==> src/hw/rtl/fixed_frame_receiver_defines.svh <==
// Assertion macros shared by the frame receiver RTL.
// Needs a clock named i_clk and an active-low reset named i_rst_n in scope.
`ifndef FIXED_FRAME_RECEIVER_DEFINES_SVH
`define FIXED_FRAME_RECEIVER_DEFINES_SVH

// Same-cycle implication, ignored while reset is asserted.
`define FFR_ASSERT_NOW(label, ante, cons, msg) \
    label: assert property (@(posedge i_clk) disable iff (!i_rst_n) \
        (ante) |-> (cons)) else $error(msg);

// Next-cycle implication, ignored while reset is asserted.
`define FFR_ASSERT_NEXT(label, ante, cons, msg) \
    label: assert property (@(posedge i_clk) disable iff (!i_rst_n) \
        (ante) |=> (cons)) else $error(msg);

`endif

==> src/hw/rtl/ffr_pkg.sv <==
// Constants and types for the fixed-length frame receiver.
// No dependencies.
package ffr_pkg;

    localparam int unsigned PAY_LEN    = 12;
    localparam int unsigned WORD_COUNT = PAY_LEN / 2;
    localparam int unsigned PAY_IDX_W  = $clog2(PAY_LEN);

    localparam logic [7:0] HDR0 = 8'h7F;
    localparam logic [7:0] HDR1 = 8'hFE;
    localparam logic [7:0] TRL0 = 8'h7F;
    localparam logic [7:0] TRL1 = 8'hFF;

    localparam logic [3:0] POS_HDR0      = 4'd0;
    localparam logic [3:0] POS_HDR1      = 4'd1;
    localparam logic [3:0] POS_PAY_FIRST = 4'd2;
    localparam logic [3:0] POS_PAY_LAST  = 4'd13;
    localparam logic [3:0] POS_TRL0      = 4'd14;
    localparam logic [3:0] POS_TRL1      = 4'd15;

    typedef enum logic [1:0] {
        ST_BUSY = 2'd0,
        ST_GOOD = 2'd1,
        ST_ERR  = 2'd2
    } t_status;

    typedef struct packed {
        t_status                        status;
        logic [WORD_COUNT-1:0][15:0]    words;
    } t_result;

endpackage

==> src/hw/rtl/fixed_frame_receiver.sv <==
// Fixed 16-byte frame receiver: header/trailer check and payload word latch.
// Depends on ffr_pkg and fixed_frame_receiver_defines.svh.
//
//  channel | valid   | stall   | payload
//  --------+---------+---------+------------------------------------------------
//  byte in | i_valid | o_stall | i_rx_data
//  result  | o_valid | i_stall | o_frame_status, o_word_{pwm,enc,spd}_{left,right}
//
// One byte is taken per cycle while o_stall is low; its result is registered
// into the output register, or into the skid register when the output is held.
// Frame state advances at the input transfer.
// A skid register behind the output register takes one more transfer after
// i_stall rises, so o_stall comes straight from the skid register; no byte is
// taken until the skid has drained into the output register.
// Reset is synchronous, active low: position, held words and valids clear.
`include "fixed_frame_receiver_defines.svh"

module fixed_frame_receiver
    import ffr_pkg::*;
(
    input  logic        i_clk,
    input  logic        i_rst_n,
    input  logic        i_valid,
    output logic        o_stall,
    input  logic [7:0]  i_rx_data,
    output logic        o_valid,
    input  logic        i_stall,
    output logic [1:0]  o_frame_status,
    output logic [15:0] o_word_pwm_left,
    output logic [15:0] o_word_pwm_right,
    output logic [15:0] o_word_enc_left,
    output logic [15:0] o_word_enc_right,
    output logic [15:0] o_word_spd_left,
    output logic [15:0] o_word_spd_right
);

    // Frame state
    logic [3:0]                  r_pos;
    logic [3:0]                  n_pos;
    logic [PAY_LEN-1:0][7:0]     r_pay;
    logic [WORD_COUNT-1:0][15:0] r_held;
    logic [WORD_COUNT-1:0][15:0] n_held;

    // Output buffer
    t_result r_out;
    t_result r_skid;
    t_result n_result;
    logic    r_out_valid;
    logic    r_skid_valid;

    logic in_xfer;
    logic out_xfer;
    logic n_bad;
    logic n_store;
    logic n_good;
    logic [PAY_IDX_W-1:0] pay_idx;

    assign o_stall  = r_skid_valid;
    assign in_xfer  = i_valid && !r_skid_valid;
    assign out_xfer = r_out_valid && !i_stall;
    assign pay_idx  = PAY_IDX_W'(r_pos - POS_PAY_FIRST);

    // Classify the byte against its frame position and build the result.
    always_comb begin
        n_bad   = 1'b0;
        n_store = 1'b0;
        if (r_pos == POS_HDR0) begin
            n_bad = (i_rx_data != HDR0);
        end else if (r_pos == POS_HDR1) begin
            n_bad = (i_rx_data != HDR1);
        end else if (r_pos inside {[POS_PAY_FIRST:POS_PAY_LAST]}) begin
            n_store = 1'b1;
        end else if (r_pos == POS_TRL0) begin
            n_bad = (i_rx_data != TRL0);
        end else begin
            n_bad = (i_rx_data != TRL1);
        end
        n_good = !n_bad && (r_pos == POS_TRL1);

        // Drop back to the start on an error or a finished frame; the bad
        // byte is not retried as a header.
        if (n_bad || n_good) begin
            n_pos = POS_HDR0;
        end else begin
            n_pos = r_pos + 4'd1;
        end

        // Latch the payload as big-endian words on a good frame. The payload
        // store needs no clearing on error: every byte of it is rewritten
        // before the next frame can complete.
        n_held = r_held;
        if (n_good) begin
            for (int k = 0; k < WORD_COUNT; k++) begin
                n_held[k] = {r_pay[2*k], r_pay[2*k+1]};
            end
        end

        n_result.words = n_held;
        if (n_bad) begin
            n_result.status = ST_ERR;
        end else if (n_good) begin
            n_result.status = ST_GOOD;
        end else begin
            n_result.status = ST_BUSY;
        end
    end

    // Frame position and held words
    always_ff @(posedge i_clk) begin
        if (!i_rst_n) begin
            r_pos  <= POS_HDR0;
            r_held <= '0;
        end else if (in_xfer) begin
            r_pos  <= n_pos;
            r_held <= n_held;
        end
    end

    // Payload bytes of the frame in flight
    always_ff @(posedge i_clk) begin
        if (in_xfer && n_store) begin
            r_pay[pay_idx] <= i_rx_data;
        end
    end

    // Output register with skid: refill from the skid first to keep order.
    always_ff @(posedge i_clk) begin
        if (!i_rst_n) begin
            r_out_valid  <= 1'b0;
            r_skid_valid <= 1'b0;
        end else if (!r_out_valid || out_xfer) begin
            r_out_valid  <= r_skid_valid || in_xfer;
            r_skid_valid <= 1'b0;
        end else if (in_xfer) begin
            r_skid_valid <= 1'b1;
        end
    end

    always_ff @(posedge i_clk) begin
        if (!r_out_valid || out_xfer) begin
            if (r_skid_valid) begin
                r_out <= r_skid;
            end else if (in_xfer) begin
                r_out <= n_result;
            end
        end else if (in_xfer) begin
            r_skid <= n_result;
        end
    end

    assign o_valid          = r_out_valid;
    assign o_frame_status   = r_out.status;
    assign o_word_pwm_left  = r_out.words[0];
    assign o_word_pwm_right = r_out.words[1];
    assign o_word_enc_left  = r_out.words[2];
    assign o_word_enc_right = r_out.words[3];
    assign o_word_spd_left  = r_out.words[4];
    assign o_word_spd_right = r_out.words[5];

    `FFR_ASSERT_NOW(a_skid_behind_out, r_skid_valid, r_out_valid, "skid full while output empty")
    `FFR_ASSERT_NEXT(a_err_restarts, in_xfer && n_bad, (r_pos == POS_HDR0) && $stable(r_held), "error did not restart frame")
    `FFR_ASSERT_NEXT(a_good_latch, in_xfer && n_good, (r_pos == POS_HDR0) && (r_held[0] == {$past(r_pay[0]), $past(r_pay[1])}), "good frame not latched")
    `FFR_ASSERT_NEXT(a_pos_hold, !in_xfer, $stable(r_pos) && $stable(r_held), "frame state moved without transfer")

endmodule

==> config.mk <==
export PLATFORM = sky130hd
export DESIGN_NAME = fixed_frame_receiver
export DESIGN_NICKNAME = d
export VERILOG_FILES = /design/src/hw/rtl/ffr_pkg.sv /design/src/hw/rtl/fixed_frame_receiver.sv
export VERILOG_INCLUDE_DIRS = /design/src /design/src/hw/rtl
export SDC_FILE = /design/constraint.sdc
export NUM_CORES = 1
export LEC_CHECK = 0
export ABC_CLOCK_PERIOD_IN_PS = 10350
export BUFFER_PORTS_ARGS = -buffer_cell sky130_fd_sc_hd__buf_2
export CORE_MARGIN = 5
export CORE_UTILIZATION = 45
export DETAILED_ROUTE_END_ITERATION = 8
export GPL_TIMING_DRIVEN = 0
export PLACE_DENSITY = 0.65
export SKIP_LAST_GASP = 1
export SYNTH_ARGS = -nofsm -noshare
export SYNTH_HDL_FRONTEND = slang
export SYNTH_SLANG_ARGS = --single-unit
==> constraint.sdc <==
create_clock -name i_clk -period 10.35 [get_ports i_clk]
set_input_delay 3.105 -clock i_clk [delete_from_list [all_inputs] [get_ports i_clk]]
set_output_delay 3.105 -clock i_clk [all_outputs]
set_load 0.01 [all_outputs]
==> run metrics, run 1 <==
multiplexer share of the synthesized area 5.60%; share of layout cells above drive strength 1 17.1%; Final Instance Count excl. Fillers 2184; placed cell areas 0.0189 mm²; DR vias/cell 5.71; Post-CTS Hold Buffers 0; dominant cell type by area after synthesis edfxtp_1; post-synth top area share 49.9%; Clk Latency, worst-skew pair 540 ps; average routed wire per standard cell 22.0 µm; top_reg_cell synth edfxtp_1; dpl cells 2105; Clock Skew 12.9 ps; Final Critical Period 5790 ps; vias in the first global route 12400; Rows 72; ANT nets after route 0; Net Sw Frac 21.4%; Initial DRC Count 1033; Vias 12500; final design utilization 52.3%; maximum vdd drop 0.134 mV; unrepaired setup endpoints after global routing false; worst setup margin 4560 ps; post-CTS setup buffers 0; Tot GR Track Use 21.5%; total power 3.26 mW; largest net degree at the start of global routing 31; YS warnings 0; DP Worst Slack 4180 ps; Internal 2.56 mW; Remaining DRCs 0; EDFF count, synth 292; Slew Viols, Final 0; synthesized flop and latch total 394; share of power burned in registers 52.7%; Clock Sink Count 394; CTS Buf Count 43; post_cts resized 0; reg2reg path depth 7; Worst Setup Start Kind primary input; Combinational Power Share 3.4%; Worst EP required 10720 ps; post-synthesis xor/xnor area fraction 0.0997%; clk buf depth 3; slew margin rel. 39.6%; CP Class in2reg; Initial Util 45.5%; maximum fanout along the worst path 13; maximum clock rate 0.173 GHz; worst slew pin tran 905 ps; Async SR Flop Fraction 0%; Data arrival, critical path 6160 ps; # IOs 112; Synth Area in Simple Gates 15.3%; final setup violation count 0; die height 208 µm; die area 0.0431 mm²; Post-Synth Adder-Cell Area 0.569%; Synth Area in Compound Gates 11.2%; first-pass GRT wire length 73100 µm; Multi-input gate area 0.00579 mm²; Power Dens Cells 161 mW/mm²; Initial DRT Pass Iterations 6; global placement routability congestion 0.872; net count after synthesis 1491; CTS tree yes; Port Buf Inserts 110; post-synth cell types 39; largest family of logic cells by synthesized area simple AND/OR/NAND/NOR gates; crit path capture type flop; Tcrit/Tclk final 55.9%; Sequential Area 0.0108 mm²; top cells by area, synth edfxtp_1, dfxtp_1, o311ai_2; P&R area growth vs syn 15.0%; Final nets 1652; WL final 48100 µm; CTS H-tree depth 2; Fin Setup TNS 0 ps; Mean Syn Cell Area 11.9 µm²; most common cell in the netlist nand2_1; max_cap viols 0; DIE WIDTH 208 µm; clock network fraction of design power 43.9%; Post-synth top cells nand2_1, edfxtp_1, nand3_1; root buf cell clkbuf_16; Min Hold Slack 455 ps; Leak Pwr 6.86 nW; post-synth design cell area 0.0176 mm²; register area share after synthesis 61.5%; gr ovfl total 0; Filler cells 3386; Design Area, Final 0.0202 mm²; Worst Hold Class reg2reg; Cells on Worst Hold Path 2; Ant. Diodes 0; Post-Synthesis Cells 1471; initial antenna violation count 0; outcome finished, final reports clean; hpwl dp 30900 µm; Core Box Area 0.0386 mm²; clk slew on worst S/H paths 60 ps; Hold Fails Final Rpt 0; P_sw 0.697 mW
==> cell usage in the layout (no fill, tap or decap), types with 70 or more instances in the layout <==
| master | synthesis | routed |
|---|---|---|
| nand2_1 | 295 | 295 |
| nand3_1 | 104 | 104 |
| edfxtp_1 | 292 | 292 |
| clkbuf_1 | 88 | 101 |
| dfxtp_1 | 102 | 102 |
| o311ai_2 | 70 | 70 |
| inv_1 | 100 | 100 |
| o21ai_1 | 96 | 96 |
| mux2i_1 | 96 | 96 |
| buf_2 | 20 | 130 |
| nand4b_1 | 96 | 96 |
==> critical path, stage by stage <==
cell and delay, ps:
buf_2 480, and4_1 280, nand3_1 150, o311ai_4 650, clkbuf_1 580, buf_1 590
nand3_1 150, o21ai_1 150
==> final timing paths <==
path / start / slack, ps / end
setup / recovery: i_rx_data[5] / 4560 / r_skid[95]
hold / removal: r_held[17] / 460 / r_held[17]
setup reg to reg: o_stall / 6570 / o_word_enc_right[13]
hold reg to reg: r_held[17] / 460 / r_held[17]
==> per-layer routing <==
metal,wire (µm),part of all wire [%],vias up,global-route usage (%)
met5,0,0,-,0
met4,968,2.0,0,5.71
met3,3920,8.2,73,3.46
met2,22800,47,557,35.1
met1,20400,42,6153,30.2
li1,-,-,5680,-
==> cells by family after synthesis <==
| family | Yosys count |
|---|---|
| AOI/OAI and AO/OA | 205 |
| xor gates and xnor gates | 2 |
| adders and majority gates | 8 |
| buffers and inverters | 233 |
| DFF | 394 |
| muxes | 98 |
| and+or+nand+nor | 531 |
==> power by group through the flow <==
| stage | Clock [mW] | Combinational, mW | Sequential [mW] |
|---|---|---|---|
| after floorplan | 0 | 0.0381 | 1.77 |
| after global placement | 0 | 0.105 | 1.76 |
| after detailed placement | 0 | 0.112 | 1.75 |
| after CTS | 1.45 | 0.113 | 1.72 |
| after global routing | 1.52 | 0.119 | 1.72 |
| final | 1.43 | 0.112 | 1.72 |
==> flip-flops by register name, summed over array words and instances (netlist names) <==
| signal | count |
|---|---|
| r_skid | 98 |
| r_held | 96 |
| r_pay | 96 |
| o_word_enc_left | 16 |
| o_word_enc_right | 16 |
| o_word_pwm_left | 16 |
| o_word_pwm_right | 16 |
| o_word_spd_left | 16 |
| o_word_spd_right | 16 |
| r_pos | 4 |
| o_frame_status | 2 |
| o_stall | 1 |
| o_valid | 1 |
==> area by class of cell <==
type,count,area share (%)
Sequential cell,394,53.5
Multi-Input combinational cell,844,28.6
Clock buffer,62,6.08
Timing Repair Buffer,116,3.32
Tap cell,518,3.21
Buffer,133,3.08
Inverter,100,1.86
Clock inverter,17,0.377
(Power assumes the default switching activity.)
==> run 2: changes to the inputs <==
ABC_CLOCK_PERIOD_IN_PS = 5750   (was 10350)
clock period = 5.75 ns   (was 10.35 ns; I/O delays follow)
==> run 2 against run 1 <==
Compared with the run above:
- utilization rose by 0.21 points
- flip-flop and latch count unchanged
- total power is 83% higher
==> run metrics, run 2 (synthesis gave the netlist of run 1 again) <==
clk buf depth 3 (unchanged); post_cts resized 0 (unchanged); Leak Pwr 6.88 nW (+0.30%); CTS H-tree depth 2 (unchanged); initial antenna violation count 4 (+4); Initial Util 45.5% (unchanged); DR vias/cell 5.76 (+0.93%); Largest regs r_skid (98), r_held (96), r_pay (96); Slew Viols, Final 0 (unchanged); root buf cell clkbuf_16; Final Critical Period 4330 ps; Core Box Area 0.0386 mm² (unchanged); largest net degree at the start of global routing 30 (-3.2%); max_cap viols 0 (unchanged); Final nets 1653 (+0.061%); Top reg by flops r_skid; worst flop-to-flop path startpoint o_stall; Tot GR Track Use 21.8% (+0.30 points); max FFs per register 98 (unchanged); reg2reg path depth 7 (unchanged); Rows 72 (unchanged); average routed wire per standard cell 22.4 µm (+1.6%); Worst Hold Class reg2reg; maximum fanout along the worst path 13 (unchanged); Clk Latency, worst-skew pair 550 ps (about the same); Cells on Worst Hold Path 2 (unchanged); hold worst-path end r_held[90]; R2R Path End o_word_enc_right[9]; vias in the first global route 12500 (+1.2%); Initial DRC Count 1346 (+30%); Filler cells 3362 (-0.71%); CP Class in2reg; Clock Sink Count 394 (unchanged); slew margin rel. 38.5% (-1.1 points); DIE WIDTH 208 µm (unchanged); Critical Path Source i_rx_data[6]; maximum clock rate 0.231 GHz; Initial DRT Pass Iterations 5 (-1); P&R area growth vs syn 15.5%; Ant. Diodes 0 (unchanged); final setup violation count 0 (unchanged); final design utilization 52.5% (+0.21 points); crit path capture type flop; Port Buf Inserts 110 (unchanged); Hold Fails Final Rpt 0 (unchanged); maximum vdd drop 0.254 mV (+90%); CTS tree yes; CTS Buf Count 43 (unchanged); Final Instance Count excl. Fillers 2185 (+0.046%); total power 5.97 mW (+83%); clk slew on worst S/H paths 60 ps (about the same); WL final 48900 µm (+1.6%); Tcrit/Tclk final 75.4%; Post-CTS Hold Buffers 0 (unchanged); global placement routability congestion 0.920 (+5.5%); Worst EP required 6030 ps (-4690 ps); gr ovfl total 0 (unchanged); Vias 12600 (+0.98%); die height 208 µm (unchanged); most common cell after layout, fill and taps aside nand2_1; Power Dens Cells 294 mW/mm² (+82%); first-pass GRT wire length 74100 µm (+1.3%); worst slew pin tran 922 ps (+16.9 ps); post-CTS setup buffers 0 (unchanged); ANT nets after route 0 (unchanged); dpl cells 2106 (+0.048%); hpwl dp 31300 µm (+1.3%); Remaining DRCs 0 (unchanged); Clock Skew 12.5 ps (-0.373 ps); reg2reg setup slack 1880 ps (-4690 ps); Hold Path Origin r_held[90]; unrepaired setup endpoints after global routing false; share of layout cells above drive strength 1 17.0% (-0.13 points); outcome finished, final reports clean; # IOs 112 (unchanged); Data arrival, critical path 4610 ps (-1550 ps); Worst Setup Start Kind primary input; die area 0.0431 mm² (unchanged); Worst path max stage delay 630 ps (-20 ps); Cell Chain, Critical Path buf_2 -> and4_1 -> nand3_1 -> o311ai_4 -> clkbuf_1 -> buf_1 -> nand4b_1 -> o311ai_1; CP max-delay cell o311ai_4; commonest cells after routing, fill and taps aside nand2_1, edfxtp_1, buf_2
==> run 2: metrics by stage <==
| step | setup slack, ps | instance area (µm²) | hold WS, ps | TNS [ps] |
|---|---|---|---|---|
| 2_1_floorplan | 756 | 17600 | 435 | 0 |
| 3_5_place_dp | 974 | 18900 | 447 | 0 |
| 4_1_cts | 1520 | 20300 | 458 | 0 |
| 6_report | 1420 | 20300 | 458 | 0 |
| 5_1_grt | 1350 | 20300 | 470 | 0 |
| 3_3_place_gp | -1210 | 18800 | 441 | -206210 |
==> run 2: critical path: cells and delay by family <==
kind                   cells  cell delay [ps]
AO/OA/AOI/OAI              2              820
buffers and inverters      3             1490
AND/OR/NAND/NOR            3              550
==> run 2: final cells by class <==
type / instances / area [µm²] / area share, %
tap: 518 / 648 / 3.19
multi-input combinational: 844 / 5790 / 28.5
timing repair buffer: 117 / 706 / 3.48
sequential: 394 / 10800 / 53.2
buffer: 133 / 622 / 3.06
inverter: 100 / 375 / 1.85
clock buffer: 68 / 1240 / 6.12
clock inverter: 11 / 110 / 0.542
==> run 2: metal layers <==
layer	share of wire (%)	global-route usage, %	vias up	wire, µm
li1	-	-	5705	-
met2	47	35.6	603	22900
met1	42	30.0	6162	20500
met3	8.5	4.11	113	4150
met5	0.027	0	-	13
met4	2.7	6.30	2	1310
==> run 2: worst max path at each step <==
stage                                 to  slack, ps  cells past startpoint
floorplan                      r_skid[0]        760                      3
CTS                 o_word_pwm_right[10]       1520                      8
detailed placement   o_word_pwm_left[15]        970                      8
finish              o_word_pwm_right[10]       1420                      8
global route         o_word_pwm_left[15]       1350                      8
global placement              r_skid[36]      -1210                      4
==> run 2: where the power goes <==
| part | leakage (nW) | total, mW | internal [mW] | switching [mW] |
|---|---|---|---|---|
| registers | 3.77 | 3.09 | 3.08 | 0.00943 |
| logic | 2.46 | 0.204 | 0.0532 | 0.151 |
| clock network | 0.655 | 2.68 | 1.57 | 1.10 |
==> run 3: changes to the inputs <==
ABC_CLOCK_PERIOD_IN_PS = 4290   (was 5750)
clock period = 4.29 ns   (was 5.75 ns; I/O delays follow)
==> run 3 against run 2 <==
Compared with the run above:
- global-route usage rose by 0.18 points
- clock skew is 8.9 ps higher
- critical path depth decreased by 1
- flip-flop and latch count stayed put
==> run metrics, run 3 (synthesis gave the netlist of run 1 again) <==
Remaining DRCs 0 (unchanged); clk buf depth 3 (unchanged); post_cts resized 0 (unchanged); DP Worst Slack -64.0 ps (-1040 ps); initial antenna violation count 1 (-3); crit path capture type flop; P_sw 1.69 mW (+33%); Combinational Power Share 3.3% (about the same); P&R area growth vs syn 16.1%; first-pass GRT wire length 74400 µm (+0.48%); CTS Buf Count 42 (-2.3%); Worst Setup Start Kind flop; CP Buf/Inv Count 5 (+2); final setup violation count 0 (unchanged); Leak Pwr 6.94 nW (+0.73%); family with the most delay on the worst path buffers and inverters; Tot GR Track Use 22.0% (+0.18 points); Power Dens Cells 405 mW/mm² (+38%); WL final 48400 µm (-0.90%); Hold Fails Final Rpt 0 (unchanged); post-CTS setup buffers 0 (unchanged); max_cap viols 0 (unchanged); CP max-delay cell clkbuf_1; global placement routability congestion 0.876 (-4.8%); Port Buf Inserts 110 (unchanged); Initial Util 45.5% (unchanged); Clock Skew 21.4 ps (+8.87 ps); R2R Path End o_word_enc_right[11]; Slew Viols, Final 0 (unchanged); maximum clock rate 0.254 GHz; largest net degree at the start of global routing 31 (+3.3%); clk slew on worst S/H paths 60 ps (about the same); CTS H-tree depth 2 (unchanged); Internal 6.57 mW (+40%); CP dominant cell by count clkbuf_1; CP Class reg2reg; ANT nets after route 0 (unchanged); Worst EP required 4520 ps (-1510 ps); Worst Hold Class reg2reg; Ant. Diodes 0 (unchanged); Tcrit/Tclk final 91.9%; Core Box Area 0.0386 mm² (unchanged); dpl cells 2106 (unchanged); slew margin rel. 37.5% (-1.0 points); unrepaired setup endpoints after global routing false; commonest cells after routing, fill and taps aside nand2_1, edfxtp_1, buf_2; Filler cells 3347 (-0.45%); Metal-1 WL 20600 µm (+0.48%); Cell Chain, Critical Path clkbuf_1 -> clkbuf_1 -> clkbuf_1 -> nor2_1 -> a21oi_4 -> buf_12 -> buf_12; die height 208 µm (unchanged); Vias 12400 (-1.1%); Clk Latency, worst-skew pair 550 ps (about the same); reg2reg setup slack 350 ps (-1530 ps); maximum fanout along the worst path 30 (+17); average routed wire per standard cell 22.2 µm (-0.67%); # IOs 112 (unchanged); outcome finished, final reports clean; worst flop-to-flop path startpoint o_stall; hold worst-path end r_held[91]; total power 8.26 mW (+38%); die area 0.0431 mm² (unchanged); Clock Sink Count 394 (unchanged); Final Critical Period 3940 ps; DR WL met3 3350 µm (-19%); Net Sw Frac 20.4% (-0.75 points); most common cell after layout, fill and taps aside nand2_1; clock network fraction of design power 46.6% (+1.8 points); Initial DRC Count 1190 (-12%); Final nets 1652 (-0.060%); Top reg by flops r_skid; final design utilization 52.8% (+0.26 points); maximum vdd drop 0.283 mV (+11%); reg2reg path depth 7 (unchanged); root buf cell clkbuf_16; worst setup margin 346 ps (-1070 ps); hpwl dp 31200 µm (-0.30%); DIE WIDTH 208 µm (unchanged); Worst path max stage delay 690 ps (+60 ps); Rows 72 (unchanged); Data arrival, critical path 4180 ps (-430 ps); gr ovfl total 0 (unchanged); Initial DRT Pass Iterations 6 (+1); Crit. path cell count 7 (-1); share of power burned in registers 50.1% (-1.6 points); Largest regs r_skid (98), r_held (96), r_pay (96); met2 wire length 23000 µm (+0.57%); max FFs per register 98 (unchanged); DR vias/cell 5.71 (-0.90%); vias in the first global route 12500 (+0.13%); CTS tree yes; Hold Path Origin r_held[91]; Final Instance Count excl. Fillers 2180 (-0.23%); Post-CTS Hold Buffers 0 (unchanged); Cells on Worst Hold Path 2 (unchanged); share of layout cells above drive strength 1 17.3% (+0.29 points); Max Used Layer met4; worst slew pin tran 937 ps (+15.2 ps)
run 3: worst max-delay path by stage:
stage	from	endpoint	slack, ps
floorplan	i_valid	r_skid[0]	820
CTS	i_rx_data[1]	o_word_pwm_left[15]	480
detailed placement	i_rx_data[1]	o_word_pwm_left[15]	-60
finish	o_stall	o_word_enc_right[11]	350
global placement	o_stall	o_word_enc_right[12]	-890
global route	o_stall	o_word_enc_right[12]	260
run 3: area by class of cell:
type / count / area [µm²] / area share (%)
multi-input combinational: 844 / 5790 / 28.4
buffer: 133 / 622 / 3.05
clock inverter: 15 / 280 / 1.37
tap: 518 / 648 / 3.18
clock buffer: 59 / 1170 / 5.72
timing repair buffer: 117 / 713 / 3.50
inverter: 100 / 375 / 1.84
sequential: 394 / 10800 / 53.0
run 3: per-stage QoR:
step	cell area, µm²	hold slack [ps]	TNS (ps)
3_5_place_dp	19000	446	-522
6_report	20400	456	0
2_1_floorplan	17600	435	0
4_1_cts	20400	456	0
3_3_place_gp	18800	442	-121570
5_1_grt	20400	469	0
run 3: worst reg2reg max path, stage by stage, from the launching register on:
cell	delay [ps]
dfxtp_1	490
clkbuf_1	560
clkbuf_1	700
clkbuf_1	590
nor2_1	280
a21oi_4	470
buf_12	260
buf_12	250
run 3: per-layer routing:
layer | GRT usage, % | vias to the layer above
li1 | - | 5701
met1 | 30.7 | 6124
met2 | 35.6 | 523
met3 | 3.20 | 95
met4 | 7.43 | 0
met5 | 0 | -
run 3: power groups by stage:
| stage | sequential (mW) | combinational [mW] | clock [mW] |
|---|---|---|---|
| floorplan | 4.25 | 0.0936 | 0 |
| global placement | 4.23 | 0.255 | 0 |
| detailed placement | 4.22 | 0.275 | 0 |
| CTS | 4.14 | 0.276 | 3.90 |
| global route | 4.14 | 0.291 | 4.07 |
| finish | 4.14 | 0.273 | 3.85 |
